### config.mk
export PLATFORM = sky130hd
export DESIGN_NAME = kmp_string_matcher
export DESIGN_NICKNAME = d
export VERILOG_FILES = /design/src/sv/kmp_pkg.sv /design/src/sv/kmp_ctrl.sv /design/src/sv/kmp_dp.sv /design/src/sv/kmp_string_matcher.sv
export SDC_FILE = /design/constraint.sdc
export NUM_CORES = 1
export LEC_CHECK = 0
export CORE_UTILIZATION = 37
export DETAILED_ROUTE_END_ITERATION = 12
export DONT_BUFFER_PORTS = 1
export GPL_TIMING_DRIVEN = 0
export HOLD_SLACK_MARGIN = 0.15
export SYNTH_ARGS = -nofsm -noshare
export SYNTH_HDL_FRONTEND = slang
export SYNTH_SLANG_ARGS = --single-unit
### constraint.sdc
create_clock -name i_clk -period 4.14 [get_ports i_clk]
set_clock_uncertainty 0.15 [all_clocks]
set_input_delay 0.414 -clock i_clk [delete_from_list [all_inputs] [get_ports i_clk]]
set_output_delay 0.414 -clock i_clk [all_outputs]
set_load 0.05 [all_outputs]
### src/sv/kmp_pkg.sv
// Shared types and constants of the KMP string matcher.
`default_nettype none

package kmp_pkg;

    localparam int PAT_REG_BYTES = 16;
    localparam int LEN_W         = 5;
    localparam int CFG_IDX_W     = 2;
    localparam int CFG_DATA_W    = 64;

    localparam logic [CFG_IDX_W-1:0] REG_PAT_LO = 2'd0;
    localparam logic [CFG_IDX_W-1:0] REG_PAT_HI = 2'd1;
    localparam logic [CFG_IDX_W-1:0] REG_PAT_LEN = 2'd2;

    typedef enum logic [2:0] {
        S_IDLE,
        S_BUILD_STEP,
        S_BUILD_WRITE,
        S_SEARCH,
        S_FINISH
    } t_state;

    // Controller to datapath.
    typedef struct packed {
        logic cfg_wr;
        logic take;
        logic build_adv;
        logic build_link;
        logic build_write;
        logic build_done;
        logic srch_adv;
        logic srch_link;
        logic finish;
    } t_cmd;

    // Datapath to controller.
    typedef struct packed {
        logic cfg_hit;
        logic build_more;
        logic k_none;
        logic q_none;
        logic eq;
        logic skip;
        logic out_free;
    } t_status;

endpackage

`default_nettype wire

### src/sv/kmp_ctrl.sv
// Controller state machine of the KMP string matcher.
`default_nettype none

module kmp_ctrl
    import kmp_pkg::*;
(
    input  wire     i_clk,
    input  wire     i_rst_n,
    input  wire     i_in_valid,
    input  wire     i_cfg_valid,
    input  t_status i_status,
    output t_cmd    o_cmd,
    output logic    o_in_stall,
    output logic    o_cfg_ready
);

    t_state r_state;
    t_state n_state;

    always_ff @(posedge i_clk) begin
        if (!i_rst_n) begin
            r_state <= S_IDLE;
        end else begin
            r_state <= n_state;
        end
    end

    always_comb begin
        n_state = r_state;
        case (r_state)
            S_IDLE: begin
                if (i_cfg_valid) begin
                    if (i_status.cfg_hit) begin
                        n_state = S_BUILD_STEP;
                    end
                end else if (i_in_valid) begin
                    n_state = S_SEARCH;
                end
            end
            S_BUILD_STEP: begin
                if (!i_status.build_more) begin
                    n_state = S_IDLE;
                end else if (i_status.k_none || i_status.eq) begin
                    n_state = S_BUILD_WRITE;
                end
            end
            S_BUILD_WRITE: begin
                n_state = S_BUILD_STEP;
            end
            S_SEARCH: begin
                if (i_status.skip || i_status.q_none || i_status.eq) begin
                    n_state = S_FINISH;
                end
            end
            S_FINISH: begin
                if (i_status.out_free) begin
                    n_state = i_in_valid ? S_SEARCH : S_IDLE;
                end
            end
            default: begin
                n_state = S_IDLE;
            end
        endcase
    end

    always_comb begin
        o_cmd       = '0;
        o_in_stall  = 1'b1;
        o_cfg_ready = 1'b0;
        case (r_state)
            S_IDLE: begin
                o_cfg_ready = 1'b1;
                o_in_stall  = i_cfg_valid;
                if (i_cfg_valid) begin
                    o_cmd.cfg_wr = 1'b1;
                end else if (i_in_valid) begin
                    o_cmd.take = 1'b1;
                end
            end
            S_BUILD_STEP: begin
                if (!i_status.build_more) begin
                    o_cmd.build_done = 1'b1;
                end else if (i_status.k_none || i_status.eq) begin
                    o_cmd.build_adv = 1'b1;
                end else begin
                    o_cmd.build_link = 1'b1;
                end
            end
            S_BUILD_WRITE: begin
                o_cmd.build_write = 1'b1;
            end
            S_SEARCH: begin
                if (!i_status.skip) begin
                    if (i_status.q_none || i_status.eq) begin
                        o_cmd.srch_adv = 1'b1;
                    end else begin
                        o_cmd.srch_link = 1'b1;
                    end
                end
            end
            S_FINISH: begin
                if (i_status.out_free) begin
                    o_cmd.finish = 1'b1;
                    o_in_stall   = 1'b0;
                    o_cmd.take   = i_in_valid;
                end
            end
            default: begin
                o_cmd = '0;
            end
        endcase
    end

    // At most one datapath action per cycle (the byte latch may ride along).
    a_one_action: assert property (@(posedge i_clk) disable iff (!i_rst_n)
        $onehot0({o_cmd.cfg_wr, o_cmd.build_adv, o_cmd.build_link, o_cmd.build_write,
                  o_cmd.build_done, o_cmd.srch_adv, o_cmd.srch_link, o_cmd.finish}))
        else $error("kmp_ctrl: more than one datapath action");

    // A result is only written when the output register can take it.
    a_finish_free: assert property (@(posedge i_clk) disable iff (!i_rst_n)
        o_cmd.finish |-> i_status.out_free)
        else $error("kmp_ctrl: finish while output register blocked");

    // A table rebuild always returns to idle through a build step.
    a_build_seq: assert property (@(posedge i_clk) disable iff (!i_rst_n)
        (r_state == S_BUILD_WRITE) |=> (r_state == S_BUILD_STEP))
        else $error("kmp_ctrl: build write not followed by build step");

endmodule

`default_nettype wire

### src/sv/kmp_dp.sv
// Datapath of the KMP string matcher: pattern registers, nextval table, search state.
`default_nettype none

module kmp_dp
    import kmp_pkg::*;
#(
    parameter int MAX_PATTERN = 16
) (
    input  wire                   i_clk,
    input  wire                   i_rst_n,
    input  t_cmd                  i_cmd,
    output t_status               o_status,
    input  wire [CFG_IDX_W-1:0]   i_cfg_index,
    input  wire [CFG_DATA_W-1:0]  i_cfg_data,
    input  wire [7:0]             i_text_byte,
    input  wire                   i_last_byte,
    input  wire                   i_out_stall,
    output logic                  o_out_valid,
    output logic                  o_match_here,
    output logic                  o_found,
    output logic [LEN_W-1:0]      o_matched_count,
    output logic                  o_text_end
);

    localparam int CAP = (MAX_PATTERN < PAT_REG_BYTES) ? MAX_PATTERN : PAT_REG_BYTES;
    localparam int IW  = (CAP > 1) ? $clog2(CAP) : 1;
    localparam int PW  = $clog2(CAP + 1);

    logic [CFG_DATA_W-1:0] r_pat_lo;
    logic [CFG_DATA_W-1:0] r_pat_hi;
    logic [LEN_W-1:0]      r_len;
    logic [PW-1:0]         r_q;
    logic                  r_q_none;
    logic [IW-1:0]         r_k;
    logic                  r_k_none;
    logic                  r_found;
    logic                  r_out_valid;
    logic [7:0]            r_byte;
    logic                  r_last;
    logic                  r_match_here;
    logic                  r_found_out;
    logic [LEN_W-1:0]      r_count;
    logic                  r_text_end;
    logic                  r_fail_none [CAP];
    logic [IW-1:0]         r_fail_idx  [CAP];

    logic [2*CFG_DATA_W-1:0] pat_vec;
    logic [PW-1:0]           eff_len;
    logic [IW-1:0]           q_idx;
    logic [IW-1:0]           rd_idx;
    logic                    rd_none;
    logic [IW-1:0]           rd_val;
    logic [7:0]              cmp_a;
    logic [7:0]              cmp_b;
    logic                    eq;
    logic                    cfg_hit;
    logic                    fin_hit;
    logic [PW-1:0]           fin_q;
    logic                    fin_found;

    assign pat_vec = {r_pat_hi, r_pat_lo};
    assign eff_len = (r_len > LEN_W'(CAP)) ? PW'(CAP) : r_len[PW-1:0];
    assign q_idx   = r_q[IW-1:0];

    // Single table read port: k while building, q while searching.
    assign rd_idx  = r_k_none ? q_idx : r_k;
    assign rd_none = (rd_idx == '0) || r_fail_none[rd_idx];
    assign rd_val  = r_fail_idx[rd_idx];

    // Shared comparator: pat[q] against pat[k] (build) or the text byte (search).
    assign cmp_a = pat_vec[8*q_idx +: 8];
    assign cmp_b = r_k_none ? r_byte : pat_vec[8*r_k +: 8];
    assign eq    = (cmp_a == cmp_b);

    assign cfg_hit = (i_cfg_index == REG_PAT_LO) || (i_cfg_index == REG_PAT_HI)
                  || (i_cfg_index == REG_PAT_LEN);

    // Result of the current byte.
    always_comb begin
        fin_hit   = !r_found && ((eff_len == '0) || (r_q >= eff_len));
        fin_found = r_found || fin_hit;
        fin_q     = fin_hit ? eff_len : r_q;
    end

    always_comb begin
        o_status.cfg_hit    = cfg_hit;
        o_status.build_more = ((PW+1)'(r_q) + (PW+1)'(1)) < (PW+1)'(eff_len);
        o_status.k_none     = r_k_none;
        o_status.q_none     = r_q_none;
        o_status.eq         = eq;
        o_status.skip       = r_found || (eff_len == '0);
        o_status.out_free   = !r_out_valid || !i_out_stall;
    end

    always_ff @(posedge i_clk) begin
        if (!i_rst_n) begin
            r_pat_lo    <= '0;
            r_pat_hi    <= '0;
            r_len       <= '0;
            r_q         <= '0;
            r_q_none    <= 1'b0;
            r_k         <= '0;
            r_k_none    <= 1'b1;
            r_found     <= 1'b0;
            r_out_valid <= 1'b0;
        end else begin
            if (i_cmd.cfg_wr) begin
                case (i_cfg_index)
                    REG_PAT_LO:  r_pat_lo <= i_cfg_data;
                    REG_PAT_HI:  r_pat_hi <= i_cfg_data;
                    REG_PAT_LEN: r_len    <= i_cfg_data[LEN_W-1:0];
                    default:     r_len    <= r_len;
                endcase
                if (cfg_hit) begin
                    r_q      <= '0;
                    r_q_none <= 1'b0;
                    r_k_none <= 1'b1;
                    r_found  <= 1'b0;
                end
            end
            if (i_cmd.build_adv) begin
                r_q      <= r_q + PW'(1);
                r_k      <= r_k_none ? '0 : r_k + IW'(1);
                r_k_none <= 1'b0;
            end
            if (i_cmd.build_link) begin
                r_k      <= rd_val;
                r_k_none <= rd_none;
            end
            if (i_cmd.build_done) begin
                r_q      <= '0;
                r_q_none <= 1'b0;
                r_k_none <= 1'b1;
            end
            if (i_cmd.srch_adv) begin
                r_q      <= r_q_none ? '0 : r_q + PW'(1);
                r_q_none <= 1'b0;
            end
            if (i_cmd.srch_link) begin
                r_q      <= PW'(rd_val);
                r_q_none <= rd_none;
            end
            if (i_cmd.finish) begin
                r_q     <= r_last ? '0 : fin_q;
                r_found <= r_last ? 1'b0 : fin_found;
            end
            if (i_cmd.finish) begin
                r_out_valid <= 1'b1;
            end else if (!i_out_stall) begin
                r_out_valid <= 1'b0;
            end
        end
    end

    always_ff @(posedge i_clk) begin
        if (i_cmd.build_write) begin
            r_fail_none[q_idx] <= eq ? rd_none : 1'b0;
            r_fail_idx[q_idx]  <= eq ? rd_val : r_k;
        end
        if (i_cmd.take) begin
            r_byte <= i_text_byte;
            r_last <= i_last_byte;
        end
        if (i_cmd.finish) begin
            r_match_here <= fin_hit;
            r_found_out  <= fin_found;
            r_count      <= LEN_W'(fin_q);
            r_text_end   <= r_last;
        end
    end

    assign o_out_valid     = r_out_valid;
    assign o_match_here    = r_match_here;
    assign o_found         = r_found_out;
    assign o_matched_count = r_count;
    assign o_text_end      = r_text_end;

    // Once found, progress sits at the pattern length until the text ends.
    a_found_len: assert property (@(posedge i_clk) disable iff (!i_rst_n)
        r_found |-> (r_q == eff_len))
        else $error("kmp_dp: found flag without full progress");

    // The build prefix index always trails the build position.
    a_k_below_q: assert property (@(posedge i_clk) disable iff (!i_rst_n)
        !r_k_none |-> (PW'(r_k) < r_q))
        else $error("kmp_dp: build prefix index not below position");

    // A reported hit always carries the found flag.
    a_hit_found: assert property (@(posedge i_clk) disable iff (!i_rst_n)
        (r_out_valid && r_match_here) |-> r_found_out)
        else $error("kmp_dp: match reported without found");

endmodule

`default_nettype wire

### src/sv/kmp_string_matcher.sv
// Top level of the streaming KMP string matcher.
// A taken text byte waits in the byte latch while the search state follows failure links;
//   the finish state then writes its result once the output register is free. A new byte is
//   taken in idle or as a result is written, so bytes are handled one at a time over the
//   shared pattern comparator and table read port.
// A write to a pattern or length register rebuilds the nextval table.
// Reset: synchronous, active low; pattern registers and length clear, search state clears,
//   no rebuild is needed, and the block is ready as soon as reset drops.
`default_nettype none

module kmp_string_matcher
    import kmp_pkg::*;
#(
    parameter int MAX_PATTERN = 16
) (
    input  wire                   i_clk,
    input  wire                   i_rst_n,
    // text byte requests
    input  wire                   i_in_valid,
    output logic                  o_in_stall,
    input  wire [7:0]             i_text_byte,
    input  wire                   i_last_byte,
    // result requests
    output logic                  o_out_valid,
    input  wire                   i_out_stall,
    output logic                  o_match_here,
    output logic                  o_found,
    output logic [LEN_W-1:0]      o_matched_count,
    output logic                  o_text_end,
    // register writes
    input  wire                   i_cfg_valid,
    output logic                  o_cfg_ready,
    input  wire [CFG_IDX_W-1:0]   i_cfg_index,
    input  wire [CFG_DATA_W-1:0]  i_cfg_data
);

    t_cmd    cmd;
    t_status status;

    // Controller: sequences table build, failure-link walk and result hand-off.
    kmp_ctrl u_ctrl (
        .i_clk       (i_clk),
        .i_rst_n     (i_rst_n),
        .i_in_valid  (i_in_valid),
        .i_cfg_valid (i_cfg_valid),
        .i_status    (status),
        .o_cmd       (cmd),
        .o_in_stall  (o_in_stall),
        .o_cfg_ready (o_cfg_ready)
    );

    // Datapath: pattern, nextval table, match progress and the output register.
    kmp_dp #(
        .MAX_PATTERN (MAX_PATTERN)
    ) u_dp (
        .i_clk           (i_clk),
        .i_rst_n         (i_rst_n),
        .i_cmd           (cmd),
        .o_status        (status),
        .i_cfg_index     (i_cfg_index),
        .i_cfg_data      (i_cfg_data),
        .i_text_byte     (i_text_byte),
        .i_last_byte     (i_last_byte),
        .i_out_stall     (i_out_stall),
        .o_out_valid     (o_out_valid),
        .o_match_here    (o_match_here),
        .o_found         (o_found),
        .o_matched_count (o_matched_count),
        .o_text_end      (o_text_end)
    );

endmodule

`default_nettype wire
==> run summary <==
The fmax is 0.249 GHz. The signal arrival time at the worst endpoint is 4.10 ns. The largest net degree at the start of global routing came out at 17.

The overall fraction of global-route tracks in use is 22.6%. For the pin with the worst max-slew slack, the measured transition is 1.38 ns. STA puts the critical path data required time at 4.22 ns. The total wire length after detailed routing is 36700 um. The clock transition at the register clock pins on the worst setup and hold paths after CTS came out at 0.06 ns. The final hold violation count came to 0. The share of synthesized registers carrying an async set or reset came out at 0%. The overall power consumption came out at 5.52 mW. The time the worst path needs with I/O delays and setup came out at 4.02 ns.

The number of nets in the final layout is 1313. The average vias per placed instance came out at 5.65. The total cell area at the placement stage is 0.0124 sq mm. The number of inserted diodes is 0. The worst setup path is launched from a flop.

The average wire per standard cell came out at 22.4 um. The signed area change from the synthesized netlist to the final layout came out at 19.3%. The multi-input gate area in the final layout is 0.00561 sq mm.

The initial cell density of the core came out at 37.5%. The mean cell area of the mapped netlist is 10.6 sq um. The number of pins with negative max-slew slack in the final report is 0. The number of enable-type register cells in the synthesized netlist came out at 96.

After synthesis, the cell types taking the most area are sky130_fd_sc_hd__dfxtp_1 25%, sky130_fd_sc_hd__edfxtp_1 24%, sky130_fd_sc_hd__mux4_2 16%. The post-route cell area is 0.0141 sq mm. The maximum vdd drop came out at 0.288 mV.

The count of buffers added on input and output ports is 0. The number of clock sinks came out at 245. At the end of the flow the core is filled with cells to 44.8%. The detailed-router iteration count before antenna repair is 6. The clock passes through at most 3 buffers. The share of total power dissipated in the clock network is 44.0%. The filler cells instantiated in the layout total 2971. The total instance count after detailed placement is 1515. The total number of vias is 9272. The count of unique library cells instantiated by Yosys is 57. The power density over cell area came out at 392 mW/mm^2. The largest single stage delay on the critical path is 0.52 ns. The register area share after synthesis is 49.7%. The Yosys warning count is 0.

The total congestion overflow came out at 0. The TritonCTS clock tree is yes. The number of clock buffers added by TritonCTS is 26.

The signal on the critical path passes through buf_6 -> buf_4 -> mux4_2 -> mux4_2 -> or3_1 -> a222oi_1 -> nand4_2 -> buf_2 -> mux2_2. The H-tree level count is 1. The post-detailed-route DRC marker count came out at 0. The final count of negative-setup-slack endpoints is 0. The die covers 0.0326 sq mm. The cell at the slowest stage of the critical path is sky130_fd_sc_hd__a222oi_1.

The synthesized netlist occupies a cell area of 0.0118 sq mm. The highest fanout seen on the critical path came out at 16. The remaining max-slew budget at the tightest pin is 7.53%.

The number of placement rows came out at 65. The critical path is of the flop to flop type. The cell repeated most along the worst path is sky130_fd_sc_hd__mux4_2.

The routability-driven placement congestion ratio came out at 0.971. The switching power is 1.31 mW. The prevailing post-synth register cell is sky130_fd_sc_hd__dfxtp_1. The final period utilization came out at 97.0%. The via count of the first global-routing pass came out at 9246. The internal cell power came out at 4.21 mW.

The proportion of power drawn by flip-flops and latches is 47.3%. The portion of synthesized cell area occupied by the leading cell type came out at 25.3%. Leaving out fill and tap cells, the most frequent cell in the layout is sky130_fd_sc_hd__nand2_1.

Leaving out fill and tap cells, the most frequent cells in the layout are 297 x sky130_fd_sc_hd__nand2_1, 149 x sky130_fd_sc_hd__dfxtp_1, 147 x sky130_fd_sc_hd__a21oi_1. The post-place setup slack is -0.693 ns. The synthesized instance count is 1110.

In this run the worst hold path is classified as input pin to flop. Counting flops and latches in the post-synthesis netlist gives 245. The ratio of cells with drive above 1 in the final layout is 14.5%. The die is 181 um tall. The leakage power of the design came out at 4.66 nW. The global-route wire length before repair is 55800 um. In this run the clock root is driven by a sky130_fd_sc_hd__clkbuf_16. The violation count after the first detailed-route iteration came out at 978. For this design the top-level I/O count stands at 91. The number of antenna violations at the first check in global routing is 1.

The fraction of power spent switching nets came out at 23.7%. The number of max-cap violations is 0. The number of cells in the finished layout apart from fillers is 1640. STA classifies the critical path endpoint as a flop. The half-perimeter wire length after placement came out at 27400 um. At the later pin of the worst-skew pair, clock insertion delay measures 0.54 ns. The setup TNS came out at 0 ns.

The flow ran to the end, and the final reports show no timing, DRC or antenna violations. The final critical-path setup slack is 0.125 ns. On the final layout, the worst hold slack is 0.169 ns. Summing all flip-flop and latch instances after layout gives 0.00587 sq mm. Combinational cells account for 8.7% of the total power. The number of nets handed over by synthesis was 1205. The detail route stage leaves a number of antenna-violating nets equal to 0. The cell taking the most area after synthesis is sky130_fd_sc_hd__dfxtp_1.

The die width came out at 181 um. The core outline area is 0.0315 sq mm. Setup repair after global routing left no endpoint under its margin.
==> routing by layer <==
layer | share of wire (%) | track usage, % | wire length (um)
met3 | 6.7 | 3.50 | 2470
met5 | 0.035 | 0 | 13
met1 | 41 | 29.9 | 15200
met2 | 48 | 37.2 | 17500
met4 | 4.1 | 8.68 | 1500
==> power by group through the flow <==
stage                     Sequential (mW)  Clock (mW)  Combinational, mW
after floorplan                      2.63           0              0.294
final                                2.61        2.43              0.481
after global routing                 2.61        2.55              0.522
after detailed placement             2.66           0              0.397
after global placement               2.66           0              0.386
after CTS                            2.61        2.45              0.477
==> sequential cells by signal, indices dropped and copies added (netlist names), 3 cells and up <==
name and count:
u_ctrl.r_state 3, u_dp.o_matched_count 5, u_dp.r_byte 8, u_dp.r_fail_idx 64
u_dp.r_fail_none 15, u_dp.r_k 4, u_dp.r_len 5, u_dp.r_pat_hi 64
u_dp.r_pat_lo 64, u_dp.r_q 5
==> cells by family after synthesis <==
| family | after synthesis | share of synthesized area (%) |
|---|---|---|
| and+or+nand+nor | 408 | 14.4 |
| DFF | 245 | 49.7 |
| AOI/OAI and AO/OA | 213 | 10.4 |
| muxes | 133 | 20.4 |
| buffers and inverters | 92 | 3.20 |
| adders and majority gates | 15 | 1.59 |
| xor gates and xnor gates | 4 | 0.297 |
==> timing repair <==
item / CTS / global route
endpoints found under the setup margin: 91 / 68
hold endpoints to repair: 146 / 0
setup buffers: 1 / 0
resized for setup: 15 / 14
hold buffers: 77 / 0
pin swaps: 1 / 1
==> Yosys cell counts, drive strengths merged, types with 3 or more instances <==
cell type    n
a2111oi      3
a211oi       6
a21o         7
a21oi      148
a221oi       3
a22oi        6
a31oi        4
and2         7
buf         21
clkbuf      59
dfxtp      149
edfxtp      96
ha          15
inv         12
mux2        11
mux2i       37
mux4        85
nand2      297
nand2b       5
nand3       12
nand3b       4
nor2        40
nor2b       14
nor3        11
nor4         3
o21ai       14
or3          5
xnor2        4
==> worst paths after layout <==
check / startpoint / endpoint / slack [ns] / cells after the start
worst max-delay path: u_dp.r_q[1] / u_dp.r_fail_idx[8][2] / 0.12 / 9
worst min-delay path: i_cfg_valid / u_dp.r_pat_lo[0] / 0.17 / 4
worst max register to register: u_dp.r_q[1] / u_dp.r_fail_idx[8][2] / 0.12 / 9
worst min register to register: u_dp.r_pat_hi[25] / u_dp.r_pat_hi[25] / 0.32 / 2
==> critical path: cells and delay by family (launching register included) <==
family                 cells  cell delay (ns)
buffers and inverters      3             0.74
muxes                      3             1.28
AOI/OAI and AO/OA          1             0.52
and+or+nand+nor            2             0.59
DFF                        1             0.43
==> layout make-up <==
class / instances / area share (%)
flip-flops and latches: 245 / 41.6
multi-input cells: 773 / 39.8
repair buffers: 81 / 5.74
clock buffers: 31 / 4.97
well taps: 402 / 3.57
plain buffers: 79 / 2.61
clock inverters: 17 / 1.37
inverters: 12 / 0.320
Power figures use the tool's default switching activity.
